<file path="src/hdl/ipcls_pkg.sv">
// Shared types, constants and the class mask function for the IPv4 prefix classifier.
// No dependencies; every other file of the block imports this package.
package ipcls_pkg;

   localparam int TABLE_DEPTH = 256;
   localparam int IDX_W       = $clog2(TABLE_DEPTH);
   localparam int ADDR_W      = 32;
   localparam int CLASS_W     = 2;
   localparam int CLASS_COUNT = 4;
   localparam int ENTRY_W     = CLASS_W + ADDR_W;
   localparam int CNT_W       = 64;
   localparam int BYTES_W     = 16;
   localparam int MC_W        = 3;

   localparam logic [MC_W-1:0] MC_NONE = 3'd0;

   localparam logic [CLASS_W-1:0] CLS_32 = 2'd0;
   localparam logic [CLASS_W-1:0] CLS_24 = 2'd1;
   localparam logic [CLASS_W-1:0] CLS_23 = 2'd2;
   localparam logic [CLASS_W-1:0] CLS_20 = 2'd3;

   localparam logic [ADDR_W-1:0] MASK_32 = 32'hFFFF_FFFF;
   localparam logic [ADDR_W-1:0] MASK_24 = 32'hFFFF_FF00;
   localparam logic [ADDR_W-1:0] MASK_23 = 32'hFFFF_FE00;
   localparam logic [ADDR_W-1:0] MASK_20 = 32'hFFFF_F000;

   typedef enum logic [1:0] {
      ACT_CLASSIFY = 2'd0,
      ACT_INSTALL  = 2'd1,
      ACT_REMOVE   = 2'd2
   } action_type;

   typedef enum logic [1:0] {
      SEL_CLS_PKT  = 2'd0,
      SEL_CLS_BYTE = 2'd1,
      SEL_TOT_PKT  = 2'd2,
      SEL_TOT_BYTE = 2'd3
   } cnt_sel_type;

   typedef struct packed {
      logic                 write;
      logic                 remove;
      logic [IDX_W-1:0]     index;
      logic [CLASS_W-1:0]   cls;
      logic [ADDR_W-1:0]    prefix;
   } tbl_cmd_type;

   typedef struct packed {
      logic                 clear;
      logic                 read;
      logic [IDX_W-1:0]     index;
   } walk_type;

   typedef struct packed {
      logic                 en;
      cnt_sel_type          sel;
      logic [CLASS_W-1:0]   cls;
      logic [BYTES_W-1:0]   bytes;
   } cnt_op_type;

   function automatic logic [ADDR_W-1:0] class_mask(input logic [CLASS_W-1:0] cls);
      logic [ADDR_W-1:0] m;
      case (cls)
         CLS_32:  m = MASK_32;
         CLS_24:  m = MASK_24;
         CLS_23:  m = MASK_23;
         CLS_20:  m = MASK_20;
         default: m = MASK_32;
      endcase
      return m;
   endfunction

endpackage

</file>
<file path="src/hdl/ipcls_counters.sv">
// Packet and byte counter bank with one shared 64-bit adder, one update per cycle.
// Depends on ipcls_pkg.
module ipcls_counters
   import ipcls_pkg::*;
(
   input  logic             clock,
   input  logic             reset,
   input  cnt_op_type       op,
   output logic [CNT_W-1:0] cls_pkt,
   output logic [CNT_W-1:0] cls_byte,
   output logic [CNT_W-1:0] tot_pkt,
   output logic [CNT_W-1:0] tot_byte
);

   logic [CNT_W-1:0] pkt_ff  [CLASS_COUNT];
   logic [CNT_W-1:0] byte_ff [CLASS_COUNT];
   logic [CNT_W-1:0] tot_pkt_ff, tot_byte_ff;

   logic [CNT_W-1:0] opnd_a, opnd_b, sum;

   assign cls_pkt  = pkt_ff[op.cls];
   assign cls_byte = byte_ff[op.cls];
   assign tot_pkt  = tot_pkt_ff;
   assign tot_byte = tot_byte_ff;

   always_comb begin
      case (op.sel)
         SEL_CLS_PKT:  opnd_a = cls_pkt;
         SEL_CLS_BYTE: opnd_a = cls_byte;
         SEL_TOT_PKT:  opnd_a = tot_pkt_ff;
         SEL_TOT_BYTE: opnd_a = tot_byte_ff;
         default:      opnd_a = tot_pkt_ff;
      endcase
      // packet counters step by one, byte counters by the frame length
      if (op.sel == SEL_CLS_PKT || op.sel == SEL_TOT_PKT) begin
         opnd_b = CNT_W'(1);
      end else begin
         opnd_b = CNT_W'(op.bytes);
      end
   end

   assign sum = opnd_a + opnd_b;

   always_ff @(posedge clock) begin
      if (reset) begin
         for (int i = 0; i < CLASS_COUNT; i++) begin
            pkt_ff[i]  <= '0;
            byte_ff[i] <= '0;
         end
         tot_pkt_ff  <= '0;
         tot_byte_ff <= '0;
      end else if (op.en) begin
         case (op.sel)
            SEL_CLS_PKT:  pkt_ff[op.cls]  <= sum;
            SEL_CLS_BYTE: byte_ff[op.cls] <= sum;
            SEL_TOT_PKT:  tot_pkt_ff      <= sum;
            SEL_TOT_BYTE: tot_byte_ff     <= sum;
            default:      tot_pkt_ff      <= tot_pkt_ff;
         endcase
      end
   end

endmodule

</file>
<file path="config.mk">
export PLATFORM = sky130hd
export DESIGN_NAME = ipcls_counters
export DESIGN_NICKNAME = d
export VERILOG_FILES = /design/src/hdl/ipcls_pkg.sv /design/src/hdl/ipcls_counters.sv
export SDC_FILE = /design/constraint.sdc
export NUM_CORES = 1
export LEC_CHECK = 0
export BUFFER_PORTS_ARGS = -buffer_cell sky130_fd_sc_hd__buf_2
export CORE_MARGIN = 4
export CORE_UTILIZATION = 30
export CTS_CLUSTER_DIAMETER = 80
export DETAILED_ROUTE_END_ITERATION = 10
export PLACE_DENSITY = 0.55
export SYNTH_ARGS = -nofsm -noshare
export SYNTH_HDL_FRONTEND = slang
export SYNTH_SLANG_ARGS = --single-unit
</file>
<file path="constraint.sdc">
create_clock -name clock -period 18 [get_ports clock]
set_input_delay 3.6 -clock clock [delete_from_list [all_inputs] [get_ports clock]]
set_output_delay 3.6 -clock clock [all_outputs]
set_load 0.03 [all_outputs]
</file>
; ---- Word-level counts from Yosys, hierarchy flattened
; Memories as Yosys holds them, arrays and structs flattened.
; Index checks and enable logic that the tools add are counted.
; W data, S select, Z words.
[word_totals]
register_bits = 128
ram_bits = 512
in_bits = 23
output_inout_bits = 256
word_cells = 32
memories = 2
[classes]
n_addsub = 1
n_eq_ne = 3
n_mux = 18
n_reduce_logical = 6
[mem_list]
columns = memory, depth, word_bits, read_ports, rd_clocked_by_memory_dff, wr, line
row1 = byte_ff, 4, 64, 1, 0, 4, ipcls_counters.sv:16  ; logic [CNT_W-1:0] byte_ff [CLASS_COUNT];
row2 = pkt_ff, 4, 64, 1, 0, 4, ipcls_counters.sv:15  ; logic [CNT_W-1:0] pkt_ff [CLASS_COUNT];
[op_table]
columns = op, n
row1 = $pmux W64 S4, 1
row2 = $mux W64, 2
row3 = $reduce_or A64 Y1, 2
row4 = $add A64 B64 Y64, 1
row5 = $mux W16, 1
row6 = $mux W1, 12
row7 = $eq A2 B2 Y1 const B, 2
row8 = $mux W2, 2
row9 = $reduce_and A2 Y1, 2
row10 = $eq A2 B1 Y1 const B, 1
row11 = $logic_not A2 Y1, 1
row12 = $logic_or A1 B1 Y1, 1

; ---- Depth between registers and ports, before layout
; Gate-level depths: netlist of run 1.
[depth]
ltp_word = 7
ltp_mapped = 25
ltp_nobuf = 13

; ---- Worst setup path before layout of run 1
; Ideal clock, no wire load.
[synth_path]
path_kind = input port to output port
startpoint = input op[16] in the netlist's numbering
endpoint = output cls_pkt[13]
arrival_time_ps = 6155
required_time_ps = 14400
setup_slack_ps = 8245
cell_stages = 12
path_buffers = 11
cell_sequence = buf_6 buf_12 buf_12 buf_12 buf_12 buf_12 buf_12 buf_12 buf_6 buf_2 clkbuf_1 mux4_2
[synth_via]
elab_chain_cells = 1
[synth_rtl]
columns = element, line
row1 = start: declaration, ipcls_counters.sv:8  ; input cnt_op_type op,
row2 = $mem_v2 Z4 W64, -
row3 = end: declaration, ipcls_counters.sv:9  ; output logic [CNT_W-1:0] cls_pkt,
; Every way passes these cells.

; ---- Worst setup path in the final report of run 1
[layout_path]
startpoint = input op[16] in the netlist's numbering
endpoint = output cls_byte[36]
[layout_via]
elab_chain_cells = 1
[layout_rtl]
columns = element, line
row1 = $mem_v2 Z4 W64, -
row2 = end: declaration, ipcls_counters.sv:10  ; output logic [CNT_W-1:0] cls_byte,
; Every way passes these cells.

==> results of run 1 <==
## path summary, 6_finish.rpt
kind	from	to	slack, ns	cells after the start
worst max-delay path	op[16]	cls_byte[36]	8.27	4
worst min-delay path	tot_pkt[1]$_SDFFE_PP0P_	tot_pkt[1]$_SDFFE_PP0P_	0.49	2
worst max register to register	pkt_ff[2][12]$_SDFFCE_PN0P_	pkt_ff[2][63]$_SDFFCE_PN0P_	12.69	12
worst min register to register	tot_pkt[1]$_SDFFE_PP0P_	tot_pkt[1]$_SDFFE_PP0P_	0.49	2
## layout by cell type (no fill, tap or decap), types with 5 or more instances in the layout
cell,Yosys,final
sky130_fd_sc_hd__clkbuf_1,96,17
sky130_fd_sc_hd__nand2b_4,0,5
sky130_fd_sc_hd__nor3_1,12,12
sky130_fd_sc_hd__buf_4,7,30
sky130_fd_sc_hd__ha_1,16,16
sky130_fd_sc_hd__bufinv_16,0,7
sky130_fd_sc_hd__a21o_1,8,6
sky130_fd_sc_hd__clkbuf_16,0,72
sky130_fd_sc_hd__nand4_1,10,10
sky130_fd_sc_hd__a21oi_1,47,47
sky130_fd_sc_hd__inv_1,6,6
sky130_fd_sc_hd__mux2_2,7,7
sky130_fd_sc_hd__a211oi_1,97,97
sky130_fd_sc_hd__and2_1,20,20
sky130_fd_sc_hd__mux4_2,152,152
sky130_fd_sc_hd__xnor2_2,6,6
sky130_fd_sc_hd__clkinv_1,0,8
sky130_fd_sc_hd__nand3_1,11,11
sky130_fd_sc_hd__xnor2_1,28,28
sky130_fd_sc_hd__nor2_1,668,667
sky130_fd_sc_hd__nand2b_1,12,7
sky130_fd_sc_hd__o21a_1,7,7
sky130_fd_sc_hd__clkinv_2,0,9
sky130_fd_sc_hd__nand2_1,49,45
sky130_fd_sc_hd__a22o_1,7,7
sky130_fd_sc_hd__xor2_2,10,10
sky130_fd_sc_hd__and3_1,6,5
sky130_fd_sc_hd__nor2b_1,6,6
sky130_fd_sc_hd__clkbuf_8,0,8
sky130_fd_sc_hd__buf_2,28,273
sky130_fd_sc_hd__dfxtp_1,128,128
sky130_fd_sc_hd__mux4_1,30,30
sky130_fd_sc_hd__xor2_1,16,16
sky130_fd_sc_hd__or2_2,5,5
sky130_fd_sc_hd__nor4_1,7,7
sky130_fd_sc_hd__edfxtp_1,512,512
sky130_fd_sc_hd__o21ai_0,9,9
sky130_fd_sc_hd__mux2i_1,6,6
## area by class of cell
class / instances / area (um^2) / share of cell area
clock buffer: 96 / 1960 / 0.0581
timing repair buffer: 307 / 1640 / 0.0485
multi-input combinational: 1307 / 10300 / 0.304
tap: 1265 / 1580 / 0.0469
inverter: 6 / 22.5 / 0.000667
antenna: 3 / 7.51 / 0.000222
clock inverter: 31 / 358 / 0.0106
sequential: 640 / 17900 / 0.531
## kinds of logic (layout without fill, tap and decap cells)
logic type,count (synthesis),in the layout,share of synthesized area
other cells,0,3,0
fa+ha+maj,17,17,0.00763
flops,640,640,0.621
xor+xnor,62,62,0.0243
simple gates,833,833,0.120
buf+inv,158,440,0.0279
compound gates,200,200,0.0488
mux,195,195,0.151
## worst min-delay path, delay by kind of cell, from the launching register on
kind	cells	cell delay [ns]
flops	1	0.33
simple gates	1	0.06
compound gates	1	0.05
## metal layers
layer	part of all wire	vias up
met2	0.50	788
li1	-	8259
met5	0.00014	-
met1	0.40	9943
met4	0.027	2
met3	0.078	139
## state kept, by name, summed over array words and instances, names as in the netlist
register,flops
byte_ff,256
pkt_ff,256
tot_byte,64
tot_pkt,64
## report_power, final
group / leakage (nW) / switching [mW] / internal, mW
sequential: 6.34 / 0.0236 / 1.66
clock: 1.13 / 0.592 / 0.866
combinational: 4.84 / 0.328 / 0.132
total: 12.3 / 0.944 / 2.66
## per-stage QoR
stage	total power, mW	instance area, um^2
after floorplan	2.02	28900
after detailed placement	2.18	31400
after global routing	3.72	33800
after CTS	3.63	33800
final	3.60	33800
after global placement	2.17	31400
==> metrics.txt, run 1 <==
largest cells by area after synthesis sky130_fd_sc_hd__edfxtp_1, sky130_fd_sc_hd__mux4_2, sky130_fd_sc_hd__dfxtp_1, sky130_fd_sc_hd__nor2_1, sky130_fd_sc_hd__mux4_1; endpoints failing hold 0; result of the run finished, final reports clean; fraction of layout instances using a drive strength above 1 0.261; unrepaired setup endpoints after global routing false; count of unresolved DRC violations after routing 0; routed via count divided by cell count ~5.2; Total Wirelength about 95,000 um; most frequently used cell type in the post-synthesis netlist sky130_fd_sc_hd__nor2_1; post-synth cell types 64; cell type with the largest total area after synthesis sky130_fd_sc_hd__edfxtp_1; Top Usage Layer GRT met2; Worst path top cell family by delay buffers and inverters; Floorplan Core Area roughly 0.095 mm^2; hold crit path type register to register; CTS sink count 640; combined buffer and inverter count along the critical path 3; final cell utilization of the core 0.354; clock root cell sky130_fd_sc_hd__clkbuf_16; gate count of the mapped netlist between 2,000 and 2,500; post-synthesis sequential area ratio 0.621; die extent in x around 320 um; most frequent cells after synthesis sky130_fd_sc_hd__nor2_1, sky130_fd_sc_hd__edfxtp_1, sky130_fd_sc_hd__mux4_2, sky130_fd_sc_hd__dfxtp_1, sky130_fd_sc_hd__a211oi_1; post-route fraction of the period consumed by the critical path 0.541; number of detailed-routing iterations run before antenna repair 5; Placer Congestion 0.761; Largest stage delay, worst path around 0.84 ns; required time of the critical path roughly 14 ns; Slew headroom 0.0588; hold-fix buffer count after cts 0; Critical Path AT between 6 and 7 ns; Cell Area, Synth roughly 0.029 mm^2; fillcell total between 9,000 and 10,000; Post-synth top flop sky130_fd_sc_hd__edfxtp_1; total of flip-flops plus latches after synthesis 640; Critical Path End Type primary output; Fin Setup TNS 0 ns; Setup CP Type input pin to primary output; Layout Area Growth over Synthesis 16.9%; number of DRC markers in iteration 0 1,828; Vert. Die Dim between 300 and 400 um; count of final setup violators 0; achievable frequency ~0.10 GHz; Total GRT Usage 0.182; max cap viols 0; Worst Setup Slack, final around 8.3 ns; clock transition time at the flip-flop clock pins of the worst setup and hold paths around 0.060 ns; fraction of synthesized cell area taken by the top area cell type 0.532; power density relative to cell area roughly 110 mW/mm^2; shortest clock period the worst path allows after layout a little under 10 ns; global-route wire length before repair 137,000 um; post-layout instance count excluding filler cells 3,655; async set-reset flop share out of synthesis 0; sequence of cells on the critical path clkbuf_8 -> buf_4 -> mux4_1 -> buf_2; leakage power of the design 12.3 nW; die area between 0.1 and 0.15 mm^2; H-tree levels 3; Hold Slack 0.491 ns; setup fix buffers added after clock tree synthesis 0; Slew @ Worst Pin 1.40 ns; via count of the first global-routing pass around 19,000; element type at the critical path start input pin; final HPWL from detailed placement around 58,000 um; worst-path cell with the longest stage delay sky130_fd_sc_hd__mux4_1; number of nets still failing antenna checks after routing 0; number of flops mapped to enable cells by yosys about 510; Max Clock Skew 0.0262 ns; number of core rows roughly 110; Cell Count Post-Placement 3,525; Place WS 7.77 ns; cells resized by post-CTS repair 0; boundary pin count ~280; Port-buffer cells 278; GR Util met2 0.309; detailed-route wire length per cell approximately 26 um; cts bufs inserted 69; number of max-slew violations in the final report 0; Max Root-Sink Buffers 3; Worst Path Max Fanout 62; via count of the routed design ~19,000; total grt overflow 0; Syn Area/Cell 13.7 um^2; GRT met3 Usage 0.0405; starting density of the core 0.303; largest voltage drop on the vdd net a little over 0.00006 V; fraction of met1 tracks used by global routing 0.233; source-to-sink clock delay at the later pin of the worst-skew pair approximately 0.6 ns; Synthesized Nets ~2,100; pin count of the biggest net entering global routing 78; antenna violations before repair 4; TritonCTS clock tree built; Synth Warn # 0; Total Nets Final around 2,400
Note: power is estimated with default switching activity, not from simulation.
==> inputs of run 2 (changes only) <==
- PLACE_DENSITY: 0.55 -> 0.57
- clock period: 18 -> 8.1 ns (I/O delays scaled with it)
==> run 2 against run 1 <==
Compared with the run above: clock skew is 0.0086 ns higher; critical path type is now input pin to register; largest cell class unchanged; core utilization up 0.14 points; count of clock-buffer cells in the layout grew 5.
==> metrics.txt, run 2 (synthesis gave the netlist of run 1 again) <==
Max Clock Skew 0.0347 ns (+0.00859 ns); Place WS 1.24 ns (-6.53 ns); TritonCTS clock tree built; power density relative to cell area 236 mW/mm^2 (+120%); Total Nets Final 2,387 (+0.67%); required time of the critical path 8.45 ns (-5.95 ns); global-route wire length before repair 137,000 um (+0.41%); element type at the critical path start input pin; antenna violations before repair 2 (-2); CTS sink count 640 (unchanged); hold-fix buffer count after cts 0 (unchanged); count of final setup violators 0 (unchanged); setup fix buffers added after clock tree synthesis 0 (unchanged); total power after layout 8.01 mW (+120%); clock transition time at the flip-flop clock pins of the worst setup and hold paths 0.06 ns (about the same); Combinational Power Share 0.129 (about the same); result of the run finished, final reports clean; share of total power consumed by net switching 0.267 (+0.00442); Clock power frac 0.405 (about the same); Max Root-Sink Buffers 3 (unchanged); WL met1 39,500 um (+4.0%); fraction of layout instances using a drive strength above 1 0.267 (+0.00625); pin count of the biggest net entering global routing 97 (+24%); Top Registers byte_ff x256, pkt_ff x256; Total Wirelength 95,200 um (+0.27%); leading cell types in the layout, fill and taps excluded sky130_fd_sc_hd__nor2_1, sky130_fd_sc_hd__edfxtp_1, sky130_fd_sc_hd__buf_2, sky130_fd_sc_hd__mux4_2, sky130_fd_sc_hd__dfxtp_1; Fin Setup TNS 0 ns (unchanged); met3 WL 7420 um (+0.45%); internal cell power 5.87 mW (+120%); cells resized by post-CTS repair 0 (unchanged); source-to-sink clock delay at the later pin of the worst-skew pair 0.64 ns (+0.03 ns); final cell utilization of the core 0.356 (+0.00138); endpoints failing hold 0 (unchanged); Floorplan Core Area 0.0953 mm^2 (unchanged); Net Sw Power 2.13 mW (+130%); Slew @ Worst Pin 1.21 ns (-0.194 ns); routed via count divided by cell count 5.27 (+0.62%); max cap viols 0 (unchanged); Worst Setup Slack, final 1.92 ns (-6.35 ns); cts bufs inserted 72 (+4.3%); unrepaired setup endpoints after global routing false; Port-buffer cells 278 (unchanged); top routing layer in use met4; detailed-route wire length per cell 25.9 um (-0.19%); Critical Path End Type register; leakage power of the design 12.4 nW (+0.60%); number of DRC markers in iteration 0 1,773 (-3.0%); boundary pin count 279 (unchanged); Vert. Die Dim 318 um (unchanged); number of detailed-routing iterations run before antenna repair 5 (unchanged); number of nets still failing antenna checks after routing 0 (unchanged); most common library cell in the layout ignoring fill and taps sky130_fd_sc_hd__nor2_1; Critical Path AT 6.53 ns (+0.40 ns); die extent in x 318 um (unchanged); clock root cell sky130_fd_sc_hd__clkbuf_16; Slew headroom 0.195 (+0.136); number of core rows 113 (unchanged); Worst Path Max Fanout 34 (-45%); total grt overflow 0 (unchanged); starting density of the core 0.303 (unchanged); Detail Route met2 WL 45,900 um (-2.4%); achievable frequency between 0.15 and 0.2 GHz; hold crit path type register to register; final HPWL from detailed placement 58,900 um (+1.7%); power share of the sequential group 0.467 (about the same); Total GRT Usage 0.183 (+0.00136); largest voltage drop on the vdd net 0.000144 V (+130%); post-route fraction of the period consumed by the critical path 0.763; Setup CP Type input pin to register; H-tree levels 3 (unchanged); shortest clock period the worst path allows after layout 6.18 ns; die area 0.101 mm^2 (unchanged); count of unresolved DRC violations after routing 0 (unchanged); via count of the first global-routing pass 19,700 (+1.6%); Placer Congestion 0.756 (-0.58%); number of max-slew violations in the final report 0 (unchanged); Layout Area Growth over Synthesis 17.4%; via count of the routed design 19,300 (+1.1%)
run 2: cell count changes in the layout (fill, tap and decap cells not counted), sizes merged:
cell and change:
inv +5, clkinv +1, buf +13, bufinv -4, clkinvlp -1, diode -2, clkbuf +5
run 2: cell type report:
class                   count  area (um^2)
well taps                1265         1580
flip-flops and latches    640        17900
clock buffers             101         2060
repair buffers            320         1760
clock inverters            32          288
inverters                   6         22.5
multi-input cells        1307        10200
fillers                  9238        61400
diodes                      1         2.50
run 2: final timing paths:
| check | depth (start not counted) | slack, ns | end | startpoint |
|---|---|---|---|---|
| worst max-delay path | 14 | 1.92 | byte_ff[1][38]$_SDFFCE_PN0P_ | op[16] |
| worst min-delay path | 2 | 0.48 | tot_pkt[0]$_SDFFE_PP0P_ | tot_pkt[0]$_SDFFE_PP0P_ |
| worst max register to register | 13 | 3.07 | byte_ff[1][38]$_SDFFCE_PN0P_ | byte_ff[3][5]$_DFFE_PP_ |
| worst min register to register | 2 | 0.48 | tot_pkt[0]$_SDFFE_PP0P_ | tot_pkt[0]$_SDFFE_PP0P_ |
run 2: metal layers:
layer | vias to the layer above | GRT usage
met5 | - | 0
met4 | 0 | 0.0533
met3 | 145 | 0.0412
met2 | 839 | 0.305
met1 | 10100 | 0.242
li1 | 8301 | -
run 2: critical path, cell delays in order:
cell,delay [ns]
sky130_fd_sc_hd__clkbuf_8,0.37
sky130_fd_sc_hd__mux4_2,0.63
sky130_fd_sc_hd__mux4_2,0.47
sky130_fd_sc_hd__ha_1,0.47
sky130_fd_sc_hd__o211ai_1,0.14
sky130_fd_sc_hd__o21a_1,0.28
sky130_fd_sc_hd__a221o_1,0.40
sky130_fd_sc_hd__a211o_1,0.33
sky130_fd_sc_hd__a211oi_2,0.23
sky130_fd_sc_hd__buf_4,0.23
sky130_fd_sc_hd__nand3_2,0.26
sky130_fd_sc_hd__nor4_1,0.45
sky130_fd_sc_hd__xnor2_1,0.44
sky130_fd_sc_hd__nor2_1,0.12
run 2: power groups by stage:
stage	Sequential, mW	Clock [mW]	Combinational, mW
5_1_grt	3.75	3.43	1.09
6_report	3.74	3.24	1.03
4_1_cts	3.74	3.30	1.04
3_3_place_gp	3.79	0	1.02
3_5_place_dp	3.81	0	1.04
2_1_floorplan	3.85	0	0.631
run 2: per-stage QoR:
stage | std cells | cell area, um^2 | hold slack [ns]
5_1_grt | 3671 | 33900 | 0.502
3_5_place_dp | 3538 | 31500 | 0.472
2_1_floorplan | 2105 | 28900 | 0.592
6_report | 3672 | 33900 | 0.479
3_3_place_gp | 3538 | 31500 | 0.460
4_1_cts | 3671 | 33900 | 0.479
